<file path="config.mk">
export PLATFORM = sky130hd
export DESIGN_NAME = pdb_div
export DESIGN_NICKNAME = d
export VERILOG_FILES = /design/src/hw/rtl/pdb_div.sv
export SDC_FILE = /design/constraint.sdc
export NUM_CORES = 1
export LEC_CHECK = 0
export BUFFER_PORTS_ARGS = -buffer_cell sky130_fd_sc_hd__buf_2
export CAP_MARGIN = 20
export CORE_MARGIN = 3
export CORE_UTILIZATION = 38
export DETAILED_ROUTE_END_ITERATION = 10
export HOLD_SLACK_MARGIN = 0.1
export SETUP_SLACK_MARGIN = 0.15
export SYNTH_ARGS = -nofsm -noshare
export SYNTH_HDL_FRONTEND = slang
export SYNTH_SLANG_ARGS = --single-unit
</file>
<file path="constraint.sdc">
create_clock -name clk -period 3.1 [get_ports clk]
set_input_delay 0.155 -clock clk [delete_from_list [all_inputs] [get_ports clk]]
set_output_delay 0.155 -clock clk [all_outputs]
set_load 0.03 [all_outputs]
</file>
<file path="src/hw/rtl/pdb_div.sv">
// Pipelined restoring divider, one quotient bit per register stage.
// Flags quotients that do not fit in QW bits. No dependencies.
module pdb_div #(
    parameter int NW = 35,
    parameter int DW = 17,
    parameter int QW = 17
) (
    input  logic          clk,
    input  logic [NW-1:0] dividend,
    input  logic [DW-1:0] divisor,
    output logic [QW-1:0] quo,
    output logic          ovf
);
    logic [DW-1:0] rem_reg  [QW];
    logic [QW-1:0] bits_reg [QW];
    logic [QW-1:0] quo_reg  [QW];
    logic [DW-1:0] dv_reg   [QW];
    logic          ovf_reg  [QW];

    genvar k;
    generate
        for (k = 0; k < QW; k++)
        begin : g_stage
            logic [DW-1:0] rem_p;
            logic [QW-1:0] bits_p;
            logic [QW-1:0] quo_p;
            logic [DW-1:0] dv_p;
            logic          ovf_p;
            logic [DW:0]   rem_sh;
            logic [DW:0]   diff;
            logic          ge;

            if (k == 0)
            begin : g_first
                logic [NW-QW-1:0] hi;
                assign hi     = dividend[NW-1:QW];
                assign rem_p  = DW'(hi);
                assign bits_p = dividend[QW-1:0];
                assign quo_p  = '0;
                assign dv_p   = divisor;
                assign ovf_p  = (hi >= divisor);
            end
            else
            begin : g_next
                assign rem_p  = rem_reg[k-1];
                assign bits_p = bits_reg[k-1];
                assign quo_p  = quo_reg[k-1];
                assign dv_p   = dv_reg[k-1];
                assign ovf_p  = ovf_reg[k-1];
            end

            // shift in the next dividend bit and try a subtract
            assign rem_sh = {rem_p, bits_p[QW-1]};
            assign diff   = rem_sh - {1'b0, dv_p};
            assign ge     = (rem_sh >= {1'b0, dv_p});

            always_ff @(posedge clk)
            begin
                rem_reg[k]  <= ge ? diff[DW-1:0] : rem_sh[DW-1:0];
                bits_reg[k] <= bits_p << 1;
                if (QW > 1)
                    quo_reg[k] <= {quo_p[QW-2:0], ge};
                else
                    quo_reg[k] <= QW'(ge);
                dv_reg[k]   <= dv_p;
                ovf_reg[k]  <= ovf_p;
            end
        end
    endgenerate

    assign quo = quo_reg[QW-1];
    assign ovf = ovf_reg[QW-1];

endmodule

</file>
==> summary.txt, run 1 <==
Critical path depth in cells: 14
Largest net degree at the start of global routing: 32
DRC: 0
Final Hold Vio Count: 0
I/O pin count: 71
Number of flops mapped to enable cells by yosys: 0
Hold Slack: 0.166 ns
Synth cell types: 78
Final instance area: 0.0406 mm2
CP Max Fanout: 4
Cell breakdown of the critical path: inv_2 -> ha_4 -> inv_2 -> fa_2 -> a211oi_2 -> o21ai_2 -> a21o_1 -> o21ai_1 -> o21ai_1 -> o211a_1 -> a2111oi_4 -> buf_6 -> clkbuf_16 -> mux2_4
CTS tree: done
Worst-Margin Slew: 0.597 ns
CP top delay family: compound AO/OA/AOI/OAI gates
Setup TNS: 0 ns
Initial DRC Count: 893
Initial core utilization: 38.7%
Gpl congestion: 0.858
Placed Instances: 4,540
Hold Crit Depth: 2
Clock root buffer: clkbuf_16
Pwr Density: 1160 mW/mm2
Register area: 0.0170 mm2
H-tree depth: 3
Initial antenna violation count: 0
Routed Wire Length: 64,600 um
Core box area: 0.0874 mm2
Full die area: 0.0926 mm2
Mapped cell area: 0.0338 mm2
Seq/Total Area, Yosys: 50.3%
Total global-route track usage: 13.6%
Max Cap Viol: 0
Worst r2r path cells: 14
Die width: 304 um
Area grow syn2layout: 20.3%
Crit start category: flip-flop
Run status: complete, no violations
Clk sinks: 850
Unrepaired setup endpoints after global routing: true
FF-to-FF setup slack: 0.21 ns
Hold Path Sink: bits_reg[0][9]
Syn_area_per_cell: 10.3 um2
PortBufs: 70
CP arrival: 3.42 ns
Lkg Pwr: 18.6 nW
TritonRoute pass-1 iters: 5
Layout cells sized above 1: 15.1%
Area of the multi-input gates: 0.0156 mm2
Critical R2R Capture: rem_reg[0][121]
Max Freq: 0.346 GHz
Fillers: 8,093
Hold Path Class: in -> reg
Syn Nets: 3,652
DR vias/cell: 4.75
Final ANT Viol Nets: 0
Main synth FF type: dfxtp_1
VDD IR max: 0.756 mV
Crit path kind: reg -> reg
Yosys warnings: 0
WL/cell: 13.5 um
Ant diodes: 0
Crit path largest cell delay: 0.36 ns
Max-slew violation count: 0
Placement Rows: 108
Crit path capture type: flip-flop
DR vias: 22,752
Synth async-reset ratio: 0%
First-pass GRT wire length: 106,000 um
Pwr Total: 0.0470 W
Clock buffer depth: 3
Crit path required time: 3.63 ns
Worst relative slew slack: 59.2%
Tcrit/Tclk final: 93.2%
Tmin final: 2.89 ns
Vias in the first global route: 22,786
Final Skew: 0.0236 ns
HP Start: dividend[9]
Layout Nets: 3,942
Setup violators final: 0
Clock Pin Slew Worst Setup and Hold Paths: 0.06 ns
R2r startpoint: bits_reg[0][111]
Flops & latches, synth: 850
Die H: 304 um
Worst Path Buf+Inv: 4
Num CTS Buffers: 91
Hpwl dp: 47,300 um
Non-filler cells, final: 4,793
DP Area: 0.0362 mm2
GRT overflow: 0
Clk Latency, worst-skew pair: 0.66 ns
Mapped Cells: 3,277
Critical path's slowest cell: fa_2
## synthesized netlist by cell type, types with 14 or more instances
library cell / instances / area share [%]
dfxtp_1: 850 / 50
inv_1: 360 / 4.0
ha_1: 306 / 11
a21oi_1: 222 / 3.3
nand2_1: 188 / 2.1
o21ai_0: 188 / 2.8
nor2_1: 163 / 1.8
xnor2_1: 123 / 3.2
mux2_2: 106 / 3.5
a21o_1: 105 / 2.3
xor2_1: 87 / 2.3
nor3_1: 49 / 0.73
o21bai_1: 44 / 0.98
nand4_1: 42 / 0.78
o21a_1: 35 / 0.78
nor2b_1: 30 / 0.56
o31ai_1: 25 / 0.56
nand2b_1: 24 / 0.44
a211oi_1: 23 / 0.51
buf_2: 22 / 0.33
a31oi_1: 20 / 0.37
nand3_1: 20 / 0.30
or3_1: 19 / 0.35
fa_1: 16 / 0.95
clkbuf_1: 14 / 0.16
## worst max path at each step
stage                     start              end  slack, ns
2_1_floorplan  bits_reg[0][111]  rem_reg[0][128]       0.15
3_3_place_gp   bits_reg[0][239]  rem_reg[0][270]       0.05
3_5_place_dp       dividend[16]    rem_reg[0][1]       0.06
4_1_cts        bits_reg[0][111]  rem_reg[0][126]       0.08
5_1_grt        bits_reg[0][111]  rem_reg[0][123]       0.08
6_report       bits_reg[0][111]  rem_reg[0][121]       0.21
## cell families (layout without fill, tap and decap cells)
kind of cell / count (synthesis) / in the layout / share of synthesized area [%]
and+or+nand+nor: 589 / 589 / 8.15
buffers and inverters: 401 / 760 / 4.61
xor gates and xnor gates: 210 / 210 / 5.44
DFF: 850 / 850 / 50.3
muxes: 127 / 127 / 4.29
AOI/OAI and AO/OA: 778 / 780 / 14.9
adders and majority gates: 322 / 322 / 12.3
## what timing repair did
item                                   CTS  global route
setup endpoints to repair               77           226
buffers inserted                         3            13
hold buffers                            67             0
pin swaps                                5            43
cloned                                   0             6
endpoints found under the hold margin   52             0
resized for setup                       14            82
## routing by layer
metal | global-route usage [%] | wire length [um]
met1 | 16.0 | 28200
met2 | 24.4 | 32000
met5 | 0 | 0
met3 | 2.53 | 2290
met4 | 5.23 | 1990
## per-stage QoR
step / util [%] / setup slack (ns)
2_1_floorplan: - / 0.150
3_3_place_gp: 41.4 / 0.0519
3_5_place_dp: 41.4 / 0.0619
4_1_cts: 45.9 / 0.0845
5_1_grt: 46.5 / 0.0791
6_report: 46.5 / 0.212
## cell usage in the layout (no fill, tap or decap), types with 25 or more instances in the layout
master / Yosys / layout
a21o_1: 105 / 105
a21oi_1: 222 / 210
buf_2: 22 / 70
buf_4: 0 / 76
clkbuf_16: 0 / 96
dfxtp_1: 850 / 845
dlygate4sd3_1: 0 / 67
ha_1: 306 / 302
inv_1: 360 / 357
mux2_2: 106 / 93
mux2_4: 8 / 25
nand2_1: 188 / 188
nand4_1: 42 / 42
nor2_1: 163 / 163
nor2b_1: 30 / 30
nor3_1: 49 / 47
o21a_1: 35 / 35
o21ai_0: 188 / 180
o21bai_1: 44 / 44
xnor2_1: 123 / 123
xor2_1: 87 / 87
## layout make-up
type | count | share of cell area, %
timing repair buffer | 235 | 4.93
tap | 1155 | 3.56
inverter | 361 | 3.33
clock buffer | 120 | 6.39
clock inverter | 44 | 1.48
multi-input combinational | 2028 | 38.4
sequential | 850 | 41.9
## where the power goes
part	internal [W]	leakage, nW	switching (W)
registers	0.0141	7.17	0.00145
logic	0.0100	9.89	0.0101
clock network	0.00692	1.56	0.00436
total	0.0311	18.6	0.0159
(Power assumes the default switching activity.)
==> run 2, diff against run 1 <==
--- a/config.mk
+++ b/config.mk
@@ -5,6 +5,7 @@
 export SDC_FILE = /design/constraint.sdc
 export NUM_CORES = 1
 export LEC_CHECK = 0
+export ABC_AREA = 1
 export BUFFER_PORTS_ARGS = -buffer_cell sky130_fd_sc_hd__buf_2
 export CAP_MARGIN = 20
 export CORE_MARGIN = 3
==> run 2 against run 1 <==
- clock power increased by 5%
- utilization decreased by 2.2 points
- die area increased by 21%
- sequential power increased by 3%
- clock-buffer cell count unchanged
- global-route usage increased by 4.0 points
- combinational power increased by 11%
- critical endpoint is now rem_reg[0][2]
- largest cell class is now multi-input gates
==> summary.txt, run 2 <==
Max-slew violation count: 0
Critical path's slowest cell: dlygate4sd3_1
I/O pin count: 71
Final WS setup: 0.247 ns
R2r startpoint: dv_reg[0][68]
Syn Nets: 6,041
VDD IR max: 0.510 mV
Clk Latency, worst-skew pair: 0.66 ns
Initial DRC Count: 1,929
Crit path largest cell delay: 0.59 ns
Routed Wire Length: 98,500 um
Most frequent cells in the layout: nand2_1, inv_1, dfxtp_1
Fillers: 10,891
Leading cell type in the layout, fill and taps excluded: nand2_1
HP Start: dividend[5]
FF-to-FF setup slack: 0.69 ns
Clock Pin Slew Worst Setup and Hold Paths: 0.06 ns
Tmin final: 2.85 ns
Die width: 335 um
Total global-route track usage: 17.6%
Synth async-reset ratio: 0%
Clk sinks: 850
Tcrit/Tclk final: 92.0%
DRC: 0
First-pass GRT wire length: 159,000 um
Clock root buffer: clkbuf_16
Hold Path Class: in -> reg
Top-area cell type share of the netlist area: 41.5%
Util after Layout: 44.3%
Main area contributors after synthesis: dfxtp_1, nand2_1, inv_1
Synth area leader: dfxtp_1
Full die area: 0.112 mm2
CP Max Fanout: 12
Yosys warnings: 0
Layout cells sized above 1: 7.89%
Syn_area_per_cell: 7.24 um2
Gpl congestion: 0.888
Initial antenna violation count: 2
WL/cell: 13.4 um
Pwr Density: 1070 mW/mm2
Seq/Total Area, Yosys: 41.5%
Critical path launch point: dividend[16]
Main synth FF type: dfxtp_1
Hpwl dp: 78,600 um
Lkg Pwr: 26.5 nW
DR vias/cell: 4.50
Largest net degree at the start of global routing: 19
Area grow syn2layout: 14.6%
Placement Rows: 119
Max Cap Viol: 0
Num CTS Buffers: 93
Crit path capture type: flip-flop
Final ANT Viol Nets: 0
Mapped Cells: 5,666
Place WS: 0.723 ns
Register area: 0.0170 mm2
Unrepaired setup endpoints after global routing: false
Worst Path Buf+Inv: 6
Initial core utilization: 38.7%
GRT overflow: 0
Run status: complete, no violations
H-tree depth: 3
PortBufs: 70
Synth cell types: 43
Final instance area: 0.0470 mm2
CP top delay family: buffers and inverters
Vias in the first global route: 31,659
DP Area: 0.0427 mm2
DR vias: 33,039
Mapped cell area: 0.0410 mm2
Number of flops mapped to enable cells by yosys: 0
Area of the multi-input gates: 0.0194 mm2
Die H: 335 um
Cell breakdown of the critical path: dlygate4sd3_1 -> buf_2 -> inv_1 -> ha_1 -> inv_1 -> fa_1 -> nand2_1 -> nand2_1 -> nand3_1 -> nand2_2 -> nand2_1 -> nand2_2 -> nand2_8 -> nand3_1 -> dlygate4sd3_1 -> nand2_1 -> dlygate4sd3_1
Crit start category: input pin
Crit path kind: in -> reg
Core box area: 0.106 mm2
Layout Nets: 6,256
CTS tree: done
Worst-Margin Slew: 0.477 ns
Crit path required time: 3.70 ns
CP arrival: 3.45 ns
Max Freq: 0.350 GHz
TritonRoute pass-1 iters: 5
Setup violators final: 0
Most used cell, CP: nand2_1
Setup TNS: 0 ns
Final Skew: 0.0252 ns
Post-synth top cells: nand2_1, inv_1, dfxtp_1
Top-count cell post-synth: nand2_1
Worst relative slew slack: 68.2%
Flops & latches, synth: 850
Final Hold Vio Count: 0
Clock buffer depth: 3
-- run 2: changes by cell type after synthesis, moves of 31 or more --
cell / before / now
inv_1: 360 / 1101
nand2_2: 0 / 109
mux2_2: 106 / 0
o21ai_0: 188 / 5
nand3_1: 20 / 473
a21o_1: 105 / 1
nand2_1: 188 / 2046
o21bai_1: 44 / 3
nand2_4: 0 / 31
a21oi_1: 222 / 151
xnor2_1: 123 / 15
nor2_1: 163 / 197
-- run 2: cell families (layout without fill, tap and decap cells) --
kind of cell,count (synthesis),count (layout),share of synthesized area [%]
simple gates,3032,3032,32.3
buf+inv,1167,1456,11.3
flops,850,850,41.5
fa+ha+maj,322,322,10.1
compound gates,183,183,2.45
xor+xnor,112,112,2.39
other cells,0,1,0
-- run 2: path summary, 6_finish.rpt --
check	cells after the start	end
worst max-delay path	17	rem_reg[0][2]
worst min-delay path	2	bits_reg[0][5]
worst min register to register	0	quo_reg[16][1]
worst max register to register	13	rem_reg[0][99]
-- run 2: repair_timing --
action | CTS | global route
resized for setup | 0 | 1
endpoints found under the hold margin | 51 | 0
setup buffers | 0 | 5
hold buffers | 88 | 0
setup endpoints to repair | 0 | 1
-- run 2: cell type report --
type / count / share of cell area, %
antenna: 1 / 0.00532
clock buffer: 120 / 5.55
clock inverter: 49 / 1.62
inverter: 1114 / 8.89
multi-input combinational: 3649 / 41.2
sequential: 850 / 36.2
tap: 1391 / 3.70
timing repair buffer: 173 / 2.86
-- run 2: worst register-to-register path: cells and delay by family, from the launching register on --
family | cells | cell delay, ns
AND/OR/NAND/NOR | 10 | 1.12
adder cells (fa/ha/maj) | 2 | 0.62
flip-flops | 1 | 0.53
buffers and inverters | 1 | 0.07
-- run 2: metal layers --
metal	global-route usage [%]	part of all wire, %	vias up
li1	-	-	17600
met1	21.6	44	14657
met2	31.1	48	585
met3	2.48	3.9	197
met4	6.60	3.6	0
met5	0	0	-
-- run 2: report_power, final --
group	total [W]	internal, W	switching [W]
clock network	0.0119	0.00738	0.00453
logic	0.0224	0.00793	0.0145
registers	0.0161	0.0141	0.00197
total	0.0504	0.0294	0.0210
-- run 2: through the flow --
step | hold WS, ns | cells | power [W]
floorplan | 0.183 | 5666 | 0.0334
global placement | 0.257 | 7084 | 0.0384
detailed placement | 0.259 | 7084 | 0.0386
CTS | 0.100 | 7341 | 0.0509
global route | 0.138 | 7346 | 0.0550
finish | 0.159 | 7347 | 0.0504
