==> config.mk <==
export PLATFORM = sky130hd
export DESIGN_NAME = pdb_isqrt
export DESIGN_NICKNAME = d
export VERILOG_FILES = /design/src/hw/rtl/pdb_isqrt.sv
export SDC_FILE = /design/constraint.sdc
export NUM_CORES = 1
export LEC_CHECK = 0
export ABC_AREA = 0
export BUFFER_PORTS_ARGS = -buffer_cell sky130_fd_sc_hd__buf_2
export CORE_MARGIN = 1.5
export CORE_UTILIZATION = 31
export DETAILED_ROUTE_END_ITERATION = 8
export PLACE_DENSITY_LB_ADDON = 0.05
export SLEW_MARGIN = 20
export SYNTH_ARGS = -nofsm -noshare
export SYNTH_HDL_FRONTEND = slang
export SYNTH_SLANG_ARGS = --single-unit
==> constraint.sdc <==
create_clock -name clk -period 2.8 [get_ports clk]
set_input_delay 0.14 -clock clk [delete_from_list [all_inputs] [get_ports clk]]
set_output_delay 0.14 -clock clk [all_outputs]
set_load 0.02 [all_outputs]
==> src/hw/rtl/pdb_isqrt.sv <==
// Pipelined floor square root, one result bit per register stage.
// No dependencies.
module pdb_isqrt #(
    parameter int IN_W = 34
) (
    input  logic                clk,
    input  logic [IN_W-1:0]     rad,
    output logic [IN_W/2-1:0]   root
);
    localparam int OW = IN_W / 2;
    localparam int RW = OW + 2;

    logic [IN_W-1:0] rad_reg  [OW];
    logic [RW-1:0]   rem_reg  [OW];
    logic [OW-1:0]   root_reg [OW];

    genvar k;
    generate
        for (k = 0; k < OW; k++)
        begin : g_stage
            logic [IN_W-1:0] rad_p;
            logic [RW-1:0]   rem_p;
            logic [OW-1:0]   root_p;
            logic [RW-1:0]   rem_sh;
            logic [RW-1:0]   trial;

            if (k == 0)
            begin : g_first
                assign rad_p  = rad;
                assign rem_p  = '0;
                assign root_p = '0;
            end
            else
            begin : g_next
                assign rad_p  = rad_reg[k-1];
                assign rem_p  = rem_reg[k-1];
                assign root_p = root_reg[k-1];
            end

            // bring down the next bit pair, try 4*root+1
            assign rem_sh = {rem_p[RW-3:0], rad_p[IN_W-1 -: 2]};
            assign trial  = {root_p, 2'b01};

            always_ff @(posedge clk)
            begin
                rad_reg[k] <= rad_p << 2;
                if (rem_sh >= trial)
                begin
                    rem_reg[k]  <= rem_sh - trial;
                    root_reg[k] <= {root_p[OW-2:0], 1'b1};
                end
                else
                begin
                    rem_reg[k]  <= rem_sh;
                    root_reg[k] <= {root_p[OW-2:0], 1'b0};
                end
            end
        end
    endgenerate

    assign root = root_reg[OW-1];

endmodule

==> results of run 1 <==
layout make-up:
cell class,instances,area share [%]
Clock buffer,104,7.35
Tap cell,1050,4.47
Multi-Input combinational cell,1437,34.3
Antenna cell,1,0.00851
Clock inverter,36,1.56
Sequential cell,679,46.2
Inverter,218,2.78
Timing Repair Buffer,130,3.31
what timing repair did:
item / 4_1_cts / 5_1_grt
setup buffers: 0 / 2
hold buffers: 35 / 0
setup endpoints to repair: 0 / 20
endpoints found under the hold margin: 35 / 0
gates resized for setup: 0 / 6
final timing paths:
| kind | startpoint | cells after the start | end |
|---|---|---|---|
| setup / recovery | root_reg[14][8]$_DFF_P_ | 10 | rem_reg[15][12]$_DFF_P_ |
| hold / removal | rad[24] | 2 | rad_reg[0][24]$_DFF_P_ |
| setup reg to reg | root_reg[14][8]$_DFF_P_ | 10 | rem_reg[15][12]$_DFF_P_ |
| hold reg to reg | rad_reg[0][147]$_DFF_P_ | 0 | rad_reg[0][181]$_DFF_P_ |
worst max-delay path, stage by stage (launching register included):
cell and delay, ns:
dfxtp_1 0.34, inv_1 0.05, ha_1 0.33, a21oi_1 0.22, o21ai_0 0.25, a41oi_1 0.38, nand2_1 0.20, a21oi_2 0.22
buf_12 0.20, inv_1 0.12, mux2_2 0.28
stage by stage:
step / hold slack, ns / cell area [sq um]
floorplan: 0.168 / 24600
global placement: 0.242 / 26400
detailed placement: 0.244 / 26400
CTS: 0.101 / 29300
global route: 0.108 / 29400
finish: 0.161 / 29400
cells by family after synthesis:
family / Yosys count / synth area share (%)
AO/OA/AOI/OAI: 479 / 12.4
XOR/XNOR: 179 / 6.38
adder cells (fa/ha/maj): 170 / 8.65
buffers and inverters: 252 / 3.94
flip-flops: 679 / 55.3
multiplexers: 35 / 1.57
other: 1 / 0.0152
AND/OR/NAND/NOR: 573 / 11.7
per-layer routing:
| layer | up-vias | part of all wire [%] | wire (um) | global-route usage (%) |
|---|---|---|---|---|
| li1 | 8447 | - | - | - |
| met1 | 7468 | 49 | 25200 | 17.4 |
| met2 | 256 | 44 | 22500 | 20.1 |
| met3 | 98 | 3.9 | 1990 | 2.45 |
| met4 | 0 | 3.0 | 1530 | 4.57 |
| met5 | - | 0 | 0 | 0 |
cells in the final DEF (no fill, tap or decap), types with 24 or more instances in the layout:
| master | instances |
|---|---|
| a21o_1 | 50 |
| a21oi_1 | 156 |
| buf_2 | 51 |
| buf_4 | 41 |
| clkbuf_16 | 78 |
| dfxtp_1 | 679 |
| dlygate4sd3_1 | 35 |
| ha_1 | 170 |
| inv_1 | 217 |
| mux2_2 | 28 |
| nand2_1 | 115 |
| nand2b_1 | 24 |
| nand3_1 | 31 |
| nor2_1 | 176 |
| nor3_1 | 45 |
| nor4_1 | 31 |
| o21a_1 | 41 |
| o21ai_0 | 103 |
| xnor2_1 | 105 |
| xor2_1 | 74 |
report_power, final:
group | total, mW | internal [mW] | switching (mW)
clock | 10.1 | 6.12 | 3.97
sequential | 12.7 | 11.5 | 1.26
combinational | 6.26 | 2.93 | 3.33
total | 29.1 | 20.5 | 8.57
==> flow_summary_export.csv, run 1 <==
group,metric,value,unit
place,dpl.hpwl,39.2,mm
place,dp_cells,3477,
drt,wirelength,51.2,mm
drt,vias,16300,
grt,globalRouteTotalUtil,12.8,%
power_and_ir_drop,powerDensity,990,mW/mm^2
job,drv_cap,0,
clock_network,cts_sinks,679,
place,placement.io_buffers,51,
timing,tightest_slew,0.589,ns
critical_path,cp-start-kind,"register",
clock_network,h-tree-depth,3,
drt,drt-pass1-iter-count,5,
floorplanning,die_h,285,um
timing,fin_ws,0.0945,ns
timing,min_period,2.71,ns
critical_path,cp.arrival,3.19,ns
synthesis,synth_ff_type,"dfxtp_1",
grt,antenna_found_initial,0,
critical_path,cp.required,3.29,ns
synthesis,synth_nets,2573,
grt,grt-ovfl-total,0,
floorplanning,die_area,0.0810,sq mm
layout,multi_input_area,0.0101,sq mm
floorplanning,initial_core_util,31.2,%
drt,viasPerCell,4.45,
drt,postRouteAntennaNets,0,
timing,rsz0062_at_grt,"no",
synthesis,ys_ff_latch,679,
floorplanning,rows,103,
synthesis,synth.yosys.seq_area_share,55.3,%
drt,drt_iter0_drc,792,
synthesis,synth_top_cells_by_area,"dfxtp_1 (55%), ha_1 (8.6%), xnor2_1 (3.7%)",
timing,max_freq,370,MHz
min_path,hold_path.class,"input port to register",
synthesis,yosysMostFrequentCell,"dfxtp_1",
layout,drive_gt1_share,11.1,%
layout,post-route-util,37.3,%
clock_network,cts_buffers,77,
synthesis,synth-edff-count,0,
timing,hold_viol,0,
layout,layout-area-overhead-vs-synth,19.6,%
synthesis,synth_area,0.0246,sq mm
grt,grt_max_degree,32,
synthesis,netlist_instances,2368,
place,place_congestion,0.812,
synthesis,synthTopCellsByCount,"dfxtp_1 (679), inv_1 (217), nor2_1 (176)",
critical_path,crit_path_end_kind,"register",
synthesis,postSynthAreaPerCell,10.4,sq um
timing,fin_crit_sh,96.6,%
critical_path,path_class,"register to register",
layout,fin_cells,3655,
clock_network,clk_latency,0.61,ns
layout,largest_reg_flops,272,
critical_path,crit_fanout,31,
clock_network,clock_path_buffers,3,
clock_network,clk_pin_slew,0.06,ns
drt,wl_per_cell,14.0,um
power_and_ir_drop,p_leak,13.7,nW
timing,slew_headroom,60.4,%
power_and_ir_drop,ir_drop,0.000491,V
synthesis,synth_top_area_share,55.3,%
power_and_ir_drop,total_power,29.1,mW
synthesis,synth-async-reset-ratio,0,%
timing,tns,0,ns
timing,setup_viol,0,
place,dpl_worst_slack,0.0777,ns
grt,grt_pass1_vias,16200,
status,status,"completed",
grt,grt_pass1_wl,83.9,mm
timing,fin_skew,0.0384,ns
synthesis,yosysWarnings,0,
synthesis,ys_types,86,
floorplanning,io_pins,52,
clock_network,cts_tree,"yes",
layout,ff_latch_area,0.0136,sq mm
clock_network,cts_root_buf,"clkbuf_16",
synthesis,synth_area_leader_cell,"dfxtp_1",
layout,nets,2748,
critical_path,timing.reg2reg.setup_slack,0.09,ns
drt,drc,0,
floorplanning,die_x,285,um
layout,fillerInstances,7773,
floorplanning,fp.coreArea,0.0787,sq mm
timing,drv_slew,0,
(Power assumes the default switching activity.)
==> run 2, diff against run 1 <==
CELL_PAD_IN_SITES_DETAIL_PLACEMENT = 0   (was default)
CELL_PAD_IN_SITES_GLOBAL_PLACEMENT = 1   (was default)
==> run 2 against run 1 <==
Effect of this change:
- sequential power is essentially flat
- maximum frequency grew 1.9%
- register-to-register slack gained 0.05 ns
- sequential cell count is the same
- core utilization grew 0.28 points
- combinational power grew 1%
- total power grew 1.3%
- wire length grew 2.3%
- global-route usage grew 0.19 points
- clock skew grew 0.0028 ns
==> flow_summary_export.csv, run 2 (synthesis results as in run 1) <==
group,metric,value,unit
floorplanning,die_x,285,um
clock_network,cts_root_buf,"clkbuf_16",
timing,tns,0,ns
power_and_ir_drop,powerDensity,995,mW/mm^2
grt,antenna_found_initial,2,
layout,layout-area-overhead-vs-synth,20.5,%
drt,wirelength,52.4,mm
timing,fin_crit_sh,94.8,%
grt,globalRouteTotalUtil,13.0,%
layout,largest_reg_flops,272,
drt,drc,0,
grt,grt_pass1_wl,85.0,mm
layout,layout_commonest_cell,"dfxtp_1",
place,place_congestion,0.781,
critical_path,cp.required,3.30,ns
min_path,hold_depth,2,
critical_path,timing.reg2reg.setup_slack,0.14,ns
job,drv_cap,0,
timing,slew_headroom,53.4,%
critical_path,crit_fanout,4,
layout,post-route-util,37.6,%
floorplanning,initial_core_util,31.2,%
floorplanning,die_area,0.0810,sq mm
drt,drt-pass1-iter-count,5,
layout,layout_common_cells,"dfxtp_1 (679), inv_1 (217), nor2_1 (176)",
clock_network,cts_tree,"yes",
timing,holdWs,0.154,ns
power_and_ir_drop,ir_drop,0.000464,V
grt,grt_pass1_vias,16200,
critical_path,cp-start-kind,"register",
timing,fin_skew,0.0412,ns
drt,viasPerCell,4.46,
power_and_ir_drop,p_leak,13.8,nW
critical_path,cp.arrival,3.16,ns
critical_path,crit_slowest_cell,"or4b_1",
floorplanning,io_pins,52,
critical_path,reg2regPathDepth,9,
timing,rsz0062_at_grt,"no",
drt,vias,16400,
critical_path,timing.rr.start,"root_reg[7][1]$_DFF_P_",
grt,grt-ovfl-total,0,
drt,postRouteAntennaNets,0,
critical_path,crit_chain,"inv_1 > ha_1 > nor2_1 > a211oi_1 > o21ai_0 > a21o_1 > a21oi_1 > or4b_1 > xnor2_1",
timing,drv_slew,0,
timing,hold_viol,0,
min_path,min_from,"rad[16]",
clock_network,clock_path_buffers,3,
grt,grt_max_degree,29,
timing,fin_ws,0.144,ns
drt,drt_iter0_drc,719,
layout,nets,2766,
min_path,hold_path.class,"input port to register",
place,dpl_worst_slack,0.000137,ns
clock_network,cts_buffers,77,
status,status,"completed",
floorplanning,rows,103,
timing,setup_viol,0,
place,placement.io_buffers,51,
timing,min_period,2.66,ns
layout,fillerInstances,7805,
layout,drive_gt1_share,11.8,%
place,dpl.hpwl,40.0,mm
timing,max_freq,377,MHz
clock_network,cts_sinks,679,
min_path,min_to,"rad_reg[0][16]$_DFF_P_",
critical_path,cpPeakStageDelay,0.53,ns
floorplanning,fp.coreArea,0.0787,sq mm
floorplanning,die_h,285,um
timing,tightest_slew,0.681,ns
clock_network,clk_latency,0.62,ns
critical_path,crit_path_end_kind,"register",
critical_path,worstReg2RegEnd,"rem_reg[8][13]$_DFF_P_",
clock_network,h-tree-depth,3,
clock_network,clk_pin_slew,0.06,ns
drt,wl_per_cell,14.3,um
critical_path,path_class,"register to register",
power_and_ir_drop,total_power,29.5,mW
layout,num_antenna_cells,0,
run 2: changes by cell type in the layout (fill, tap and decap cells not counted), moves of 2 or more:
| cell | previous run | this run |
|---|---|---|
| a21oi_1 | 156 | 154 |
| o21ai_0 | 103 | 100 |
| clkinv_2 | 14 | 7 |
| clkinv_4 | 6 | 1 |
| clkbuf_8 | 11 | 16 |
| o21ai_1 | 4 | 6 |
| clkinv_16 | 1 | 3 |
| buf_4 | 41 | 58 |
| a21oi_2 | 2 | 4 |
run 2: final cells by class:
type                       instances  area [sq um]  area share, %
clock buffer                     110          2230           7.53
clock inverter                    26           462           1.56
inverter                         218           818           2.76
multi-input combinational       1437         10100           34.1
sequential                       679         13600           45.9
tap                             1050          1310           4.43
timing repair buffer             148          1100           3.70
run 2: power breakdown:
part | switching [mW] | total [mW] | internal [mW] | leakage [nW]
Combinational | 3.34 | 6.33 | 2.98 | 6.84
Clock | 4.04 | 10.4 | 6.35 | 1.31
Sequential | 1.28 | 12.8 | 11.5 | 5.69
run 2: worst max-delay path by stage:
stage,end,cells after the start,slack [ns],startpoint
global route,rem_reg[8][13]$_DFF_P_,9,0.005,root_reg[7][1]$_DFF_P_
CTS,rem_reg[13][16]$_DFF_P_,9,0.02,root_reg[12][6]$_DFF_P_
detailed placement,rem_reg[11][10]$_DFF_P_,8,0.0001,root_reg[10][0]$_DFF_P_
finish,rem_reg[8][13]$_DFF_P_,9,0.14,root_reg[7][1]$_DFF_P_
global placement,rem_reg[13][16]$_DFF_P_,9,0.04,root_reg[12][6]$_DFF_P_
floorplan,rem_reg[13][16]$_DFF_P_,9,0.35,root_reg[12][6]$_DFF_P_
run 2: what timing repair did:
item	CTS	global route
gates cloned	0	1
endpoints found under the setup margin	6	16
gates resized for setup	0	19
pin swaps	1	4
hold endpoints to repair	35	0
hold buffers	35	0
setup buffers	3	5
run 2: stage by stage:
stage	cell area [sq um]	std cells
after floorplan	24600	2368
after global placement	26500	3488
after detailed placement	26500	3488
after CTS	29500	3662
after global routing	29600	3668
final	29600	3668
run 2: critical path, delay by kind of cell, from the launching register on:
kind	cells	cell delay, ns
fa+ha+maj	1	0.33
buf+inv	1	0.07
flops	1	0.43
simple gates	2	0.72
xor+xnor	1	0.14
compound gates	4	0.86
run 2: routing by layer:
layer,part of all wire [%],GRT usage (%),vias up,wire (um)
met5,0,0,-,0
met4,2.2,4.28,0,1170
met3,3.9,2.33,76,2030
met2,44,20.4,238,23100
met1,50,17.9,7557,26100
li1,-,-,8479,-
==> run 3, diff against run 2 <==
PLACE_DENSITY = 0.55   (was default)
PLACE_DENSITY_LB_ADDON = default   (was 0.05)
==> run 3 against run 2 <==
Effect of this change:
- global-route usage shrank 0.57 points
- core utilization shrank 0.12 points
- final cell count shrank 0.11%
- clock power shrank 4%
- die area is the same
- count of clock-buffer cells in the layout shrank 5
- sequential share of layout area grew 0.14 points
- register-to-register slack lost 0.03 ns
- largest power group unchanged
==> flow_summary_export.csv, run 3 (synthesis results as in run 1) <==
group,metric,value,unit
grt,grt_pass1_wl,82.1,mm
power_and_ir_drop,ir_drop,0.000511,V
layout,fin_cells,3664,
critical_path,crit_chain,"inv_1 > ha_1 > nor3_1 > a22oi_2 > a21o_1 > a211o_1 > a2111oi_4 > clkbuf_8 > mux2_2",
critical_path,timing.reg2reg.setup_slack,0.11,ns
status,status,"completed",
min_path,min_to,"rad_reg[0][25]$_DFF_P_",
timing,holdWs,0.160,ns
critical_path,crit_fanout,5,
layout,drive_gt1_share,11.8,%
min_path,min_from,"rad[25]",
timing,slew_headroom,53.2,%
floorplanning,rows,103,
critical_path,cp.required,3.29,ns
floorplanning,die_x,285,um
critical_path,worstReg2RegEnd,"rem_reg[13][4]$_DFF_P_",
layout,layout_commonest_cell,"dfxtp_1",
clock_network,cts_buffers,75,
place,place_congestion,0.803,
critical_path,crit_slowest_cell,"a2111oi_4",
grt,grt_pass1_vias,16200,
layout,nets,2760,
critical_path,crit_path_end_kind,"register",
drt,wirelength,50.0,mm
critical_path,timing.rr.start,"root_reg[12][1]$_DFF_P_",
clock_network,cts_sinks,679,
layout,layout-area-overhead-vs-synth,20.1,%
clock_network,clk_latency,0.61,ns
drt,drc,0,
grt,globalRouteTotalUtil,12.4,%
grt,grt-ovfl-total,0,
min_path,hold_depth,2,
drt,viasPerCell,4.43,
timing,fin_crit_sh,95.9,%
min_path,hold_path.class,"input port to register",
clock_network,clk_pin_slew,0.06,ns
floorplanning,die_area,0.0810,sq mm
layout,num_antenna_cells,0,
grt,grt_max_degree,29,
place,dp_cells,3483,
drt,postRouteAntennaNets,0,
timing,drv_slew,0,
layout,largest_reg_flops,272,
floorplanning,die_h,285,um
critical_path,crit_family,"compound AO/OA/AOI/OAI gates",
layout,post-route-util,37.5,%
clock_network,cts_root_buf,"clkbuf_16",
timing,setup_viol,0,
power_and_ir_drop,p_leak,13.8,nW
critical_path,cpPeakStageDelay,0.45,ns
grt,antenna_found_initial,0,
clock_network,cts_tree,"yes",
timing,min_period,2.69,ns
power_and_ir_drop,powerDensity,984,mW/mm^2
critical_path,cp.arrival,3.17,ns
timing,max_freq,372,MHz
timing,hold_viol,0,
critical_path,cp-start-kind,"register",
drt,drt-pass1-iter-count,5,
drt,drt_iter0_drc,607,
place,placement.io_buffers,51,
drt,vias,16200,
timing,fin_skew,0.0153,ns
floorplanning,initial_core_util,31.2,%
timing,tightest_slew,0.685,ns
critical_path,path_class,"register to register",
critical_path,reg2regPathDepth,9,
clock_network,h-tree-depth,3,
floorplanning,fp.coreArea,0.0787,sq mm
job,drv_cap,0,
clock_network,clock_path_buffers,3,
drt,wl_per_cell,13.7,um
critical_path,cp_num_buf_inv,2,
place,dpl.hpwl,37.9,mm
layout,layout_common_cells,"dfxtp_1 (679), inv_1 (217), nor2_1 (176)",
floorplanning,io_pins,52,
run 3: routing by layer:
layer,vias to the layer above,track usage [%],share of wire (%)
li1,8471,-,-
met1,7460,16.8,49
met2,238,19.6,44
met3,75,2.61,4.2
met4,0,4.16,2.3
met5,-,0,0
run 3: repair_timing:
item	in CTS	in global routing
hold endpoints to repair	35	0
gates resized for setup	1	15
hold buffers	35	0
setup buffers	3	5
setup endpoints to repair	2	22
pin swaps	1	3
cloned	0	2
run 3: how the worst max path moves through the flow:
| stage | from | end | slack [ns] | cells after the start |
|---|---|---|---|---|
| finish | root_reg[12][1]$_DFF_P_ | rem_reg[13][4]$_DFF_P_ | 0.11 | 9 |
| global route | root_reg[12][1]$_DFF_P_ | rem_reg[13][9]$_DFF_P_ | -0.02 | 10 |
| CTS | root_reg[5][3]$_DFF_P_ | rem_reg[6][16]$_DFF_P_ | 0.02 | 9 |
| detailed placement | root_reg[12][0]$_DFF_P_ | rem_reg[13][16]$_DFF_P_ | -0.003 | 9 |
| global placement | root_reg[10][0]$_DFF_P_ | rem_reg[11][2]$_DFF_P_ | 0.06 | 10 |
| floorplan | root_reg[12][6]$_DFF_P_ | rem_reg[13][16]$_DFF_P_ | 0.35 | 9 |
run 3: per-stage QoR:
step           power (mW)  area, sq um  worst slack (ns)  setup TNS (ns)
6_report             29.1        29500             0.114               0
5_1_grt              30.9        29500           -0.0222         -0.0226
4_1_cts              29.5        29400            0.0208               0
3_5_place_dp         19.2        26400          -0.00299        -0.00299
3_3_place_gp         19.1        26400            0.0602               0
2_1_floorplan        17.2        24600             0.354               0
run 3: final cells by class:
cell class | count | area (sq um)
Clock buffer | 105 | 2180
Clock inverter | 31 | 427
Fill cell | 7786 | 49200
Inverter | 218 | 818
Multi-Input combinational cell | 1437 | 10100
Sequential cell | 679 | 13600
Tap cell | 1050 | 1310
Timing Repair Buffer | 144 | 1080
run 3: power breakdown:
part | total [mW] | leakage [nW] | internal, mW | switching (mW)
Clock | 10.0 | 1.28 | 6.13 | 3.92
Combinational | 6.31 | 6.83 | 2.98 | 3.33
Sequential | 12.7 | 5.69 | 11.5 | 1.22
Total | 29.1 | 13.8 | 20.6 | 8.47
